<file path="src/rtl/wss_pkg.sv">
// Package for the windowed substring search unit.
// Word kind codes, field widths and the control word shared by the matcher cells.
// No dependencies.
package wss_pkg;

  localparam int POS_W      = 31;  // match position and config register width
  localparam int TPOS_W     = 32;  // text position counter width
  localparam int BYTE_W     = 8;
  localparam int OUT_DATA_W = 32;  // match_position padded to whole bytes

  localparam logic [POS_W-1:0]  POS_MAX  = {POS_W{1'b1}};
  localparam logic [TPOS_W-1:0] TPOS_MAX = {TPOS_W{1'b1}};

  typedef enum logic [1:0] {
    KIND_CLEAR  = 2'd0,
    KIND_APPEND = 2'd1,
    KIND_TEXT   = 2'd2
  } kind_t;

  typedef enum logic {
    CFG_START_OFFSET = 1'b0,
    CFG_END_LIMIT    = 1'b1
  } cfg_idx_t;

  // Broadcast to every cell in the row each cycle.
  typedef struct packed {
    logic              restart;  // clear the prefix bit
    logic              text_en;  // advance the prefix bit with a text byte
    logic              load;     // write a pattern byte into the selected cell
    logic [BYTE_W-1:0] data;
  } cell_ctl_t;

endpackage

</file>
<file path="src/rtl/wss_cell.sv">
// One matcher cell: holds a pattern byte and one bit of the prefix match vector.
// Depends on wss_pkg.
module wss_cell
  import wss_pkg::*;
(
  input  logic      clk,
  input  logic      rst_n,
  input  cell_ctl_t ctl,
  input  logic      load_sel,  // this cell is the next free pattern slot
  input  logic      active,    // this cell lies inside the loaded pattern
  input  logic      prev_i,    // prefix bit of the left neighbor
  output logic      match_o,   // new prefix bit for the current text byte
  output logic      bit_o      // stored prefix bit, to the right neighbor
);

  logic [BYTE_W-1:0] pat_r;
  logic              bit_r;
  logic              bit_nxt;

  assign match_o = prev_i & active & (pat_r == ctl.data);
  assign bit_o   = bit_r;

  always_comb begin
    bit_nxt = bit_r;
    if (ctl.restart) begin
      bit_nxt = 1'b0;
    end else if (ctl.text_en) begin
      bit_nxt = match_o;
    end
  end

  always_ff @(posedge clk) begin
    if (!rst_n) begin
      bit_r <= 1'b0;
    end else begin
      bit_r <= bit_nxt;
    end
  end

  always_ff @(posedge clk) begin
    if (ctl.load && load_sel) begin
      pat_r <= ctl.data;
    end
  end

endmodule

</file>
<file path="src/rtl/windowed_substring_search_unit.sv">
// Top level of the windowed substring search unit.
// Instantiates a row of wss_cell matchers; depends on wss_pkg.
//
// Usage:
//   Input stream (in_*): each word is a clear-pattern, append-pattern-byte or
//   text-byte command, chosen by in_tuser. in_tdata carries the byte, in_tlast
//   marks the final byte of a text (ignored on pattern words).
//   Output stream (out_*): one result word per text, either at the first match
//   that lies inside the window [start_offset, end_limit) or at the last text
//   byte with found = 0. Later bytes of a text already matched give nothing.
//   Config port (cfg_*): start_offset at index 0, end_limit at index 1; write
//   only while the block is idle.
// Latency and throughput:
//   One word per cycle while in_tready is high. A result appears on out_*
//   the cycle after the text byte that causes it is accepted. The prefix
//   vector is spread over MAX_PATTERN cells, each updating its bit from its
//   neighbor, so the search rate does not depend on pattern length.
// Reset:
//   Synchronous, active low. Clears pattern length, overflow flag, prefix
//   vector, text position and both config registers. Pattern bytes are not
//   cleared; only loaded bytes are ever compared.
// Backpressure:
//   A single output register decouples the sides. in_tready drops only while a
//   result is held and out_tready is low.
module windowed_substring_search_unit
  import wss_pkg::*;
#(
  parameter int MAX_PATTERN = 16
) (
  input  logic                  clk,
  input  logic                  rst_n,
  // input stream
  input  logic                  in_tvalid,
  output logic                  in_tready,
  input  logic [BYTE_W-1:0]     in_tdata,   // [7:0] data_byte
  input  logic [1:0]            in_tuser,   // [1:0] kind
  input  logic                  in_tlast,   // last_byte
  // result stream
  output logic                  out_tvalid,
  input  logic                  out_tready,
  output logic [OUT_DATA_W-1:0] out_tdata,  // [30:0] match_position, [31] zero
  output logic                  out_tuser,  // [0] found
  // config write port
  input  logic                  cfg_we,
  input  logic                  cfg_index,
  input  logic [POS_W-1:0]      cfg_wdata
);

  localparam int LW = $clog2(MAX_PATTERN + 1);

  // config registers
  logic [POS_W-1:0] start_r, start_nxt;
  logic [POS_W-1:0] end_r, end_nxt;

  // pattern and text state
  logic [LW-1:0]     len_r, len_nxt;
  logic              ovf_r, ovf_nxt;
  logic              done_r, done_nxt;
  logic [TPOS_W-1:0] tpos_r, tpos_nxt;     // position of the current byte
  logic [TPOS_W:0]   tpos1_r, tpos1_nxt;   // same plus one, end-exclusive

  // output register
  logic                  ovalid_r, ovalid_nxt;
  logic                  ofound_r, ofound_nxt;
  logic [POS_W-1:0]      opos_r, opos_nxt;

  logic      accept;
  kind_t     kind;
  cell_ctl_t ctl;

  logic [MAX_PATTERN-1:0] cell_match;
  logic [MAX_PATTERN-1:0] cell_bit;
  logic [MAX_PATTERN-1:0] last_sel;

  logic             pat_hit;
  logic             hit;
  logic             text_acc;
  logic [TPOS_W:0]  begin_w;
  logic [POS_W-1:0] begin_pos;

  assign accept    = in_tvalid && in_tready;
  assign kind      = kind_t'(in_tuser);
  assign in_tready = !ovalid_r || out_tready;
  assign text_acc  = accept && (kind == KIND_TEXT);

  assign ctl.restart = accept && ((kind == KIND_CLEAR) || (kind == KIND_APPEND) ||
                                  ((kind == KIND_TEXT) && in_tlast));
  assign ctl.text_en = text_acc && !done_r;
  assign ctl.load    = accept && (kind == KIND_APPEND) && !ovf_r &&
                       (len_r < LW'(MAX_PATTERN));
  assign ctl.data    = in_tdata;

  // row of matcher cells; cell 0 always sees a set left neighbor
  for (genvar k = 0; k < MAX_PATTERN; k++) begin : g_cell
    logic prev;
    if (k == 0) begin : g_first
      assign prev = 1'b1;
    end else begin : g_rest
      assign prev = cell_bit[k-1];
    end
    assign last_sel[k] = (len_r == LW'(k + 1));

    wss_cell u_cell (
      .clk      (clk),
      .rst_n    (rst_n),
      .ctl      (ctl),
      .load_sel (len_r == LW'(k)),
      .active   ((LW'(k) < len_r) && !ovf_r),
      .prev_i   (prev),
      .match_o  (cell_match[k]),
      .bit_o    (cell_bit[k])
    );
  end

  // full pattern matched when the bit of its last byte is set
  assign pat_hit = |(cell_match & last_sel);
  assign begin_w = tpos1_r - (TPOS_W + 1)'(len_r);

  always_comb begin
    hit       = 1'b0;
    begin_pos = begin_w[POS_W-1:0];
    if (ovf_r || done_r) begin
      hit = 1'b0;
    end else if (len_r == '0) begin
      // empty pattern: hit on the byte at start_offset
      begin_pos = start_r;
      hit = (tpos_r == TPOS_W'(start_r)) && ((end_r == '0) || (start_r <= end_r));
    end else begin
      hit = pat_hit &&
            (tpos1_r >= (TPOS_W + 1)'(len_r)) &&
            (begin_w >= (TPOS_W + 1)'(start_r)) &&
            (begin_w <= (TPOS_W + 1)'(POS_MAX)) &&
            ((end_r == '0) || (tpos1_r <= (TPOS_W + 1)'(end_r)));
    end
  end

  // config writes
  always_comb begin
    start_nxt = start_r;
    end_nxt   = end_r;
    if (cfg_we) begin
      unique case (cfg_idx_t'(cfg_index))
        CFG_START_OFFSET: start_nxt = cfg_wdata;
        CFG_END_LIMIT:    end_nxt   = cfg_wdata;
      endcase
    end
  end

  // pattern, text and output control
  always_comb begin
    len_nxt    = len_r;
    ovf_nxt    = ovf_r;
    done_nxt   = done_r;
    tpos_nxt   = tpos_r;
    tpos1_nxt  = tpos1_r;
    ovalid_nxt = ovalid_r;
    ofound_nxt = ofound_r;
    opos_nxt   = opos_r;

    if (out_tready) begin
      ovalid_nxt = 1'b0;
    end

    if (accept) begin
      unique case (kind)
        KIND_CLEAR: begin
          len_nxt   = '0;
          ovf_nxt   = 1'b0;
          done_nxt  = 1'b0;
          tpos_nxt  = '0;
          tpos1_nxt = (TPOS_W + 1)'(1);
        end
        KIND_APPEND: begin
          if (ctl.load) begin
            len_nxt = len_r + LW'(1);
          end else begin
            ovf_nxt = 1'b1;
          end
          done_nxt  = 1'b0;
          tpos_nxt  = '0;
          tpos1_nxt = (TPOS_W + 1)'(1);
        end
        KIND_TEXT: begin
          if (hit) begin
            ovalid_nxt = 1'b1;
            ofound_nxt = 1'b1;
            opos_nxt   = begin_pos;
          end else if (in_tlast && !done_r) begin
            ovalid_nxt = 1'b1;
            ofound_nxt = 1'b0;
            opos_nxt   = '0;
          end
          if (in_tlast) begin
            done_nxt  = 1'b0;
            tpos_nxt  = '0;
            tpos1_nxt = (TPOS_W + 1)'(1);
          end else begin
            if (hit) begin
              done_nxt = 1'b1;
            end
            // position saturates at all ones
            if (tpos_r != TPOS_MAX) begin
              tpos_nxt  = tpos_r + TPOS_W'(1);
              tpos1_nxt = tpos1_r + (TPOS_W + 1)'(1);
            end
          end
        end
        default: ;  // reserved kind: dropped
      endcase
    end
  end

  always_ff @(posedge clk) begin
    if (!rst_n) begin
      start_r  <= '0;
      end_r    <= '0;
      len_r    <= '0;
      ovf_r    <= 1'b0;
      done_r   <= 1'b0;
      tpos_r   <= '0;
      tpos1_r  <= (TPOS_W + 1)'(1);
      ovalid_r <= 1'b0;
    end else begin
      start_r  <= start_nxt;
      end_r    <= end_nxt;
      len_r    <= len_nxt;
      ovf_r    <= ovf_nxt;
      done_r   <= done_nxt;
      tpos_r   <= tpos_nxt;
      tpos1_r  <= tpos1_nxt;
      ovalid_r <= ovalid_nxt;
    end
  end

  always_ff @(posedge clk) begin
    ofound_r <= ofound_nxt;
    opos_r   <= opos_nxt;
  end

  assign out_tvalid = ovalid_r;
  assign out_tuser  = ofound_r;
  assign out_tdata  = {{(OUT_DATA_W - POS_W){1'b0}}, opos_r};

endmodule

</file>
<file path="config.mk">
export PLATFORM = sky130hd
export DESIGN_NAME = windowed_substring_search_unit
export DESIGN_NICKNAME = d
export VERILOG_FILES = /design/src/rtl/wss_pkg.sv /design/src/rtl/wss_cell.sv /design/src/rtl/windowed_substring_search_unit.sv
export SDC_FILE = /design/constraint.sdc
export NUM_CORES = 1
export LEC_CHECK = 0
export ABC_AREA = 1
export BUFFER_PORTS_ARGS = -buffer_cell sky130_fd_sc_hd__buf_2
export CORE_MARGIN = 10
export CORE_UTILIZATION = 26
export DETAILED_ROUTE_END_ITERATION = 10
export GPL_TIMING_DRIVEN = 0
export PLACE_DENSITY = 0.51
export SYNTH_ARGS = -nofsm -noshare
export SYNTH_HDL_FRONTEND = slang
export SYNTH_SLANG_ARGS = --single-unit
</file>
<file path="constraint.sdc">
create_clock -name clk -period 13.1 [get_ports clk]
set_input_delay 1.31 -clock clk [delete_from_list [all_inputs] [get_ports clk]]
set_output_delay 1.31 -clock clk [all_outputs]
set_load 0.02 [all_outputs]
</file>
; ---- Yosys cells after proc, flatten, opt, wreduce, memory -nomap -nowiden
; Index checks and enable logic that the tools add are counted.
; Widths: inputs -> output; s select.
[classes]
add_sub_neg = 4
order_cmp = 22
eq_ne = 40
muxes = 25
bitwise_logic = 34
reduce_logical = 71
[op_table]
columns = cell, n
row1 = $eq 8x8->1, 16
row2 = $mux 31, 4
row3 = $mux 33, 2
row4 = $pmux 33 s2, 1
row5 = $mux 32, 2
row6 = $pmux 32 s2, 1
row7 = $logic_and 1x1->1, 46
row8 = $eq 5x4->1 const B, 8
row9 = $lt 4x5->1 const A, 8
row10 = $add 33x1->33 const B, 1
row11 = $ge 33x31->1, 1
row12 = $ge 33x5->1, 1
row13 = $le 33x31->1, 1
row14 = $le 33x31->1 const B, 1
row15 = $sub 33x5->33, 1
row16 = $add 32x1->32 const B, 1
row17 = $eq 32x31->1, 1
row18 = $ne 32x32->1 const B, 1
row19 = $and 1x1->1, 31
row20 = $le 31x31->1, 1
row21 = $logic_not 31->1, 1
row22 = $eq 5x3->1 const B, 4
row23 = $lt 3x5->1 const A, 4
row24 = $and 16x16->16, 1
row25 = 27 further kinds, 57
[word_totals]
ff_bits = 310
input_bits = 48
output_inout_bits = 35
wordCells = 237

; ---- Depth between registers and ports, before layout
; Gate-level depths: netlist (run 1).
[logic_depth]
depth_word = 15
mapped_depth = 32

; ---- Modules after synthesis
; A second synthesis (run 1) with hierarchy kept.
[unflattened]
hier_cells = 2449
area_unflattened_um2 = 18695.4
[modules_own_cells]
columns = module, instances, cells_each, area_per_inst_um2, seq_area_each_um2
row1 = windowed_substring_search_unit, 1, 1569, 11248.3, 3663.5
row2 = wss_cell, 16, 55, 465.4, 260.2

; ---- Worst setup path after synthesis (run 1)
; OpenSTA, ideal clock, no wires.
[synth_timing]
path_type = flip-flop to flip-flop
startpoint = register len_r[1]
endpoint = register opos_r[0], enable pin
setup_time_ps = 389
arrival_ps = 3971
required_ps = 12711
setup_slack_ps = 8739
path_stages_with_launch = 27
n_path_buf = 0
cell_sequence = dfxtp_1 -> inv_1 -> fa_1 -> nand2_1 -> inv_1 -> nand2_1 -> nand2_1 -> nand2_1 -> nand2_1 -> nor4_2 -> nand4_1 -> nor2_1 -> nand3_1 -> xor2_1 -> ha_1 -> nand4_1 -> inv_1 -> nand3_1 -> nor2_1 -> a31oi_1 -> nand2_1 -> nand2_1 -> nand2_1 -> nand3_1 -> nand2_1 -> nand3_1 -> nand2_1
[synth_via]
elab_chain_cells = 14
elab_cells_between_ends = 94
[synth_lines]
columns = element, line_no
row1 = start: declaration, windowed_substring_search_unit.sv:56  ; logic [LW-1:0] len_r, len_nxt;
row2 = start signal: assignment, windowed_substring_search_unit.sv:226  ; len_r <= len_nxt;
row3 = "parallel branches: the longest is 10 deep, another holds $sub 33x5->33", --
row4 = $mux 1 (*), windowed_substring_search_unit.sv:124  ; end else if (len_r == '0) begin
row5 = $mux 1 (*), windowed_substring_search_unit.sv:122  ; if (ovf_r || done_r) begin
row6 = $reduce_bool 2->1 (no line) (*), --
row7 = $reduce_and 3->1 (no line) (*), --
row8 = end signal: assignment, windowed_substring_search_unit.sv:237  ; opos_r <= opos_nxt;
row9 = end: declaration, windowed_substring_search_unit.sv:65  ; logic [POS_W-1:0] opos_r, opos_nxt;
; Mark *: on every way between the ends.
; A chain may end at the register's enable or synchronous reset.

; ---- Worst setup path in the final report (run 1)
[layout_timing]
startpoint = register len_r[1]
endpoint = register opos_r[12], enable pin
; The elaborated chain is that of the path after synthesis.

==> summary.md, run 1 <==
| Metric | Value |
|---|---|
| Dpl hpwl | `49600 um` |
| Max-Cap Viols | `0` |
| Hold_buf cts | `0` |
| Setup violators final | `0` |
| Area Overhead vs Synth | `15.93%` |
| Die Area | `0.08060 mm2` |
| Worst Setup Start Kind | `flip-flop` |
| Slowest cell delay on critical path | `490 ps` |
| Mapped cell area | `0.01811 mm2` |
| Post-CTS Setup Repair Bufs | `0` |
| Worst rel slew slack | `0.1674` |
| Routed Antenna Nets | `0` |
| Post-Layout Cell Count | `3434` |
| Layout cell share with drive strength beyond 1 | `0.09632` |
| Top cell type by total area after synthesis | `edfxtp_1` |
| Post-synthesis sequential area ratio | `0.4311` |
| CORE AREA | `0.06883 mm2` |
| Row count | `96` |
| Port Buffers | `81` |
| Initial Util | `0.2631` |
| GRT overflow | `0` |
| Vias/cell | `4.740` |
| Synth Net Count | `2500` |
| Cell count after synthesis | `2348` |
| Kind of critical path | `flip-flop to flip-flop` |
| Crit path arrival time | `6240 ps` |
| DR iter-0 viols | `1517` |
| CTS tree | `yes` |
| Post-Place Setup Slack | `7222 ps` |
| TNS Setup | `0 ps` |
| Int Power | `1734 uW` |
| Peak supply drop | `0.00007319 V` |
| Gate power share | `0.119` |
| Mean post-synth cell area | `7.712 um2` |
| RSZ-0062 raised after global routing | `no` |
| Clock Power Share | `0.445` |
| Clk root buf | `clkbuf_16` |
| Final setup margin | `7110 ps` |
| Routability congestion estimate | `0.9462` |
| Nets | `2625` |
| Crit-path slowest cell | `dfxtp_1` |
| Switch Pwr | `678.8 uW` |
| Switch share | `0.2814` |
| Antenna violations before repair | `3` |
| DRT Wirelength | `65660 um` |
| Synth Warn # | `0` |
| Largest net degree at the start of global routing | `23` |
| Worst-path clk slew | `60 ps` |
| DP Cell Count | `3365` |
| Maximum clock frequency | `167.0 MHz` |
| Pins Over Slew Limit | `0` |
| Worst Clk Skew | `21.11 ps` |
| CP required | `13350 ps` |
| IO Pins | `83` |
| WL per Instance | `19.12 um` |
| PD cells | `114.9 mW/mm2` |
| Hold Vio Cnt, Final | `0` |
| Top_reg_cell synth | `edfxtp_1` |
| Most common cell after layout, fill and taps aside | `nand2_1` |
| Final period util | `0.4572` |
| Vias | `16280` |
| Peak fanout along the critical path | `20` |
| Worst Tran Pin Value | `1239 ps` |
| Synth Register Bits | `310` |
| Clock Path Buffers | `3` |
| Cell variety after synth | `43` |
| # fillers | `7442` |
| Crit path top cell by count | `nand2_1` |
| Synth top area share | `0.2653` |
| Cts repair resizes | `0` |
| Synth top area cells | `edfxtp_1 (27%), dfxtp_1 (17%), nand2_1 (11%), ha_1 (7.1%), inv_1 (5.9%)` |
| Leak | `0.008707 uW` |
| Die H | `283.9 um` |
| Overall Global Routing Usage | `0.1583` |
| HP Class | `flip-flop to flip-flop` |
| Chip Width | `283.9 um` |
| CTS Sinks | `310` |
| Commonest non-fill, non-tap cells in the layout | `nand2_1 (540), inv_1 (287), nor2_1 (281)` |
| Post-synth EDFFs | `160` |
| Share of power burned in registers | `0.437` |
| First-pass GRT wire length | `98120 um` |
| Status | `finished clean` |
| Vias in the first global route | `15440` |
| Post-route DRC | `0` |
| Async SR Flop Fraction | `0` |
| Htree depth | `2` |
| CP Capture Type | `flip-flop` |
| Insertion delay to the later sink of the worst-skew pair | `560 ps` |
| TritonCTS buffer count | `37` |
| Minimum clock period | `5990 ps` |
| DRT Pass-1 Iters | `5` |
[power groups by stage]
stage	Combinational, uW	Sequential (uW)	Clock, uW
final	286	1050	1070
after CTS	286	1050	1090
after global routing	317	1050	1130
after global placement	283	1070	0
after floorplan	168	1070	0
after detailed placement	284	1070	0
[worst paths after layout]
path	start	endpoint	slack, ps	cells after the start
min	done_r	done_r	490	2
max reg2reg	len_r[1]	opos_r[12]	7110	25
min reg2reg	done_r	done_r	490	2
max	len_r[1]	opos_r[12]	7110	25
[Yosys cell counts, types with 3 or more instances]
cell type,count
nor3_1,60
nor4_1,27
a211oi_1,7
a221oi_1,3
a21oi_1,185
inv_1,287
a211oi_2,26
nand4_1,50
or2_2,8
buf_4,4
ha_1,103
clkbuf_1,42
dfxtp_1,150
nand3_1,104
nor2_1,281
nand2_1,541
xnor2_1,23
buf_2,28
inv_2,8
edfxtp_1,160
nor2_2,3
buf_6,3
nand2_2,4
xor2_1,56
clkinv_1,3
o211ai_1,4
o21ai_0,142
a31oi_1,5
o21a_1,11
[sequential cells by signal (all words and copies together) (netlist names)]
name,count
opos_r,31
g_cell.u_cell.pat_r,128
ovf_r,1
out_tvalid,1
g_cell.u_cell.bit_o,15
start_r,31
done_r,1
tpos1_r,33
len_r,5
end_r,31
tpos_r,32
out_tuser,1
[kinds of logic after synthesis]
family,synth area share
xor+xnor,0.03821
buf+inv,0.08215
other cells,0.0002071
compound gates,0.1227
flops,0.4311
fa+ha+maj,0.07227
simple gates,0.2533
[critical path: cells and delay by family (launching register included)]
| family | cells | cell delay [ps] |
|---|---|---|
| simple gates | 16 | 2910 |
| fa+ha+maj | 2 | 810 |
| compound gates | 3 | 630 |
| buf+inv | 3 | 560 |
| flops | 1 | 490 |
| xor+xnor | 1 | 210 |
[metrics by stage]
stage          hold WS, ps  instance area, um2  utilization  power (uW)
4_1_cts              480.3               20990       0.3049        2432
6_report             485.0               20990       0.3050        2412
3_5_place_dp         474.0               19760       0.2870        1358
5_1_grt              500.1               20990       0.3050        2501
2_1_floorplan        444.2               18110            -        1237
3_3_place_gp         466.4               19680       0.2859        1357
[per-layer routing]
metal	share of wire	GRT usage	vias up
met5	0.00041	0	-
met4	0.025	0.04655	4
met3	0.061	0.02297	90
met2	0.44	0.2453	470
met1	0.48	0.2238	7671
li1	-	-	8043
[final cells by class]
class                   instances  area (um2)  area share
inverters                     298        1119     0.05328
diodes                          1       2.502   0.0001192
repair buffers                 86       455.4     0.02169
plain buffers                  79       369.1     0.01758
clock inverters                24       257.7     0.01228
clock buffers                  44       972.2     0.04631
multi-input cells            1661        8846      0.4214
well taps                     931        1165     0.05549
flip-flops and latches        310        7807      0.3719
(Power assumes the default switching activity.)
==> run 2, diff against run 1 <==
PLACE_DENSITY = 0.53   (was 0.51)
clock period = 5.4 ns   (was 13.1 ns; I/O delays follow)
==> run 2 against run 1 <==
  * First-iteration DRC count down 11%
  * Cell count about the same
  * Register-to-register slack got worse by 6900 ps
  * Worst hold slack worse by 200 ps
  * Largest power group is now sequential cells
  * Maximum frequency increased by 16%
  * Non-clock buffer count up 2
  * Critical endpoint is now opos_r[2]
==> summary.md, run 2 (synthesis gave the netlist of run 1 again) <==
| Metric | Value |
|---|---|
| Dpl hpwl | `48500 um (-2.2%)` |
| Chip Width | `283.9 um (unchanged)` |
| Antenna violations before repair | `3 (unchanged)` |
| Final instance area | `0.02094 mm2 (-0.24%)` |
| Pins Over Slew Limit | `0 (unchanged)` |
| Clk root buf | `clkbuf_16` |
| GR Util met3 | `0.02353 (+0.0005603)` |
| RSZ-0062 raised after global routing | `yes` |
| Peak supply drop | `0.0001508 V (+110%)` |
| Hold Path Depth | `3 (+1)` |
| Min-Delay Endpoint | `end_r[23]` |
| Leak | `0.008674 uW (-0.38%)` |
| WL per Instance | `18.64 um (-2.5%)` |
| Met1 usage | `0.2179 (-0.005852)` |
| Post-route DRC | `0 (unchanged)` |
| Post-Route Hold Slack | `281.8 ps (-203.2 ps)` |
| Most common cell after layout, fill and taps aside | `nand2_1` |
| Final Util | `0.3043 (-0.0007270)` |
| Reg2reg end | `opos_r[2]` |
| DP Area | `0.01976 mm2 (unchanged)` |
| Crit path arrival time | `5490 ps (-750 ps)` |
| GRT overflow | `0 (unchanged)` |
| Total power | `5714 uW (+140%)` |
| PD cells | `272.8 mW/mm2 (+140%)` |
| TritonCTS buffer count | `36 (-2.7%)` |
| CP Capture Type | `flip-flop` |
| Max FFs per register | `128 (unchanged)` |
| Met2 usage | `0.2372 (-0.008133)` |
| Layout cell share with drive strength beyond 1 | `0.09800 (+0.001677)` |
| CTS Sinks | `310 (unchanged)` |
| Largest net degree at the start of global routing | `24 (+4.3%)` |
| Max-Cap Viols | `0 (unchanged)` |
| Hold Vio Cnt, Final | `0 (unchanged)` |
| Row count | `96 (unchanged)` |
| Initial Util | `0.2631 (unchanged)` |
| Setup violators final | `0 (unchanged)` |
| Area Overhead vs Synth | `15.66%` |
| Die H | `283.9 um (unchanged)` |
| Maximum clock frequency | `193.9 MHz (+16%)` |
| DRT Pass-1 Iters | `6 (+1)` |
| Port Buffers | `81 (unchanged)` |
| Worst rel slew slack | `0.1040 (-0.06342)` |
| IO Pins | `83 (unchanged)` |
| HP Class | `input port to flip-flop` |
| First-pass GRT wire length | `95550 um (-2.6%)` |
| Worst Tran Pin Value | `1334 ps (+94.41 ps)` |
| Vias/cell | `4.722 (-0.39%)` |
| Worst Clk Skew | `25.87 ps (+4.757 ps)` |
| Vias | `16200 (-0.47%)` |
| Worst Setup Start Kind | `flip-flop` |
| Final setup margin | `241.5 ps (-6869 ps)` |
| Status | `finished clean` |
| Routability congestion estimate | `0.9376 (-0.91%)` |
| Die Area | `0.08060 mm2 (unchanged)` |
| Routed Antenna Nets | `0 (unchanged)` |
| Reg2Reg Setup Slack | `240 ps (-6870 ps)` |
| Vias in the first global route | `15130 (-2.0%)` |
| Hold Path Origin | `cfg_wdata[23]` |
| Insertion delay to the later sink of the worst-skew pair | `560 ps (about the same)` |
| GRT busiest layer | `met2` |
| CORE AREA | `0.06883 mm2 (unchanged)` |
| Kind of critical path | `flip-flop to flip-flop` |
| Commonest non-fill, non-tap cells in the layout | `nand2_1 (539), inv_1 (286), nor2_1 (280)` |
| Worst-path clk slew | `60 ps (about the same)` |
| Final period util | `0.9553 (+0.4981)` |
| Nets | `2626 (+0.038%)` |
| ANT cells | `0 (-1)` |
| FF-to-FF path depth | `20 (-20%)` |
| CTS tree | `yes` |
| DR iter-0 viols | `1354 (-11%)` |
| Most flop-heavy register | `g_cell.u_cell.pat_r` |
| CP required | `5740 ps (-7610 ps)` |
| Post-Place Setup Slack | `-330.2 ps (-7552 ps)` |
| DRT Wirelength | `63960 um (-2.6%)` |
| Biggest registers after layout | `g_cell.u_cell.pat_r: 128 flops, tpos1_r: 33 flops, tpos_r: 32 flops` |
| Overall Global Routing Usage | `0.1539 (-0.004406)` |
| Clock Path Buffers | `3 (unchanged)` |
| Htree depth | `2 (unchanged)` |
| Minimum clock period | `5159 ps (-831.0 ps)` |
| Launching point of the worst reg2reg path | `len_r[4]` |
| Peak fanout along the critical path | `10 (-50%)` |
==> run 2: cell types whose count changed in the layout (fill, tap and decap cells not counted), sizes merged <==
| cell | before | now |
|---|---|---|
| inv | 298 | 295 |
| clkbuf | 86 | 83 |
| diode | 1 | 0 |
| clkinvlp | 3 | 5 |
| bufinv | 4 | 3 |
| buf | 123 | 125 |
| clkinv | 17 | 18 |
==> run 2: worst max path at each step <==
stage / startpoint / endpoint / slack, ps / cells after the start
2_1_floorplan: len_r[1] / opos_r[0] / 1040 / 26
4_1_cts: len_r[1] / opos_r[19] / 40 / 27
3_3_place_gp: len_r[1] / opos_r[11] / -1180 / 24
5_1_grt: tpos1_r[0] / opos_r[0] / -3 / 28
3_5_place_dp: len_r[1] / opos_r[14] / -330 / 25
6_report: len_r[4] / opos_r[2] / 240 / 20
==> run 2: what timing repair did <==
action                                  CTS  global route
resized for setup                         4             4
pin swaps                                 0             2
setup buffers                             0             2
endpoints found under the setup margin   54            64
hold endpoints to repair                  0             0
hold buffers                              0             0
==> run 2: critical path: stages (launching register included) <==
cell,delay [ps]
dfxtp_1,510
inv_2,190
ha_1,410
a21oi_1,280
nand2_1,180
nor2_4,210
nand4_1,260
nor3_1,470
xor2_1,380
ha_1,220
a21oi_1,60
o21ai_1,360
a31oi_1,80
nand2_1,170
nand2_1,70
nand2_1,110
nand3_1,160
nand2_1,160
nand2_2,180
buf_6,210
a211oi_2,270
==> run 2: area by class of cell <==
cell class                      instances  area (um2)
Clock inverter                         23       201.4
Inverter                              298        1119
Clock buffer                           41       940.9
Timing Repair Buffer                   88       470.5
Fill cell                            7389       47880
Sequential cell                       310        7809
Buffer                                 79       369.1
Multi-Input combinational cell       1661        8870
Tap cell                              931        1165
==> run 2: through the flow <==
step	std cells	setup TNS (ps)
final	3431	0
after global routing	3431	-4.496
after CTS	3429	0
after detailed placement	3365	-8596
after global placement	3360	-37760
after floorplan	2348	0
==> run 2: where the power goes <==
part           internal (uW)  switching [uW]
Combinational            193             494
Sequential              2520            39.5
Clock                   1400            1070
==> run 2: per-layer routing <==
metal / up-vias / routed length (um)
met5: - / 0
met1: 7611 / 30320
met3: 76 / 3977
met4: 0 / 1645
li1: 8046 / -
met2: 468 / 28020
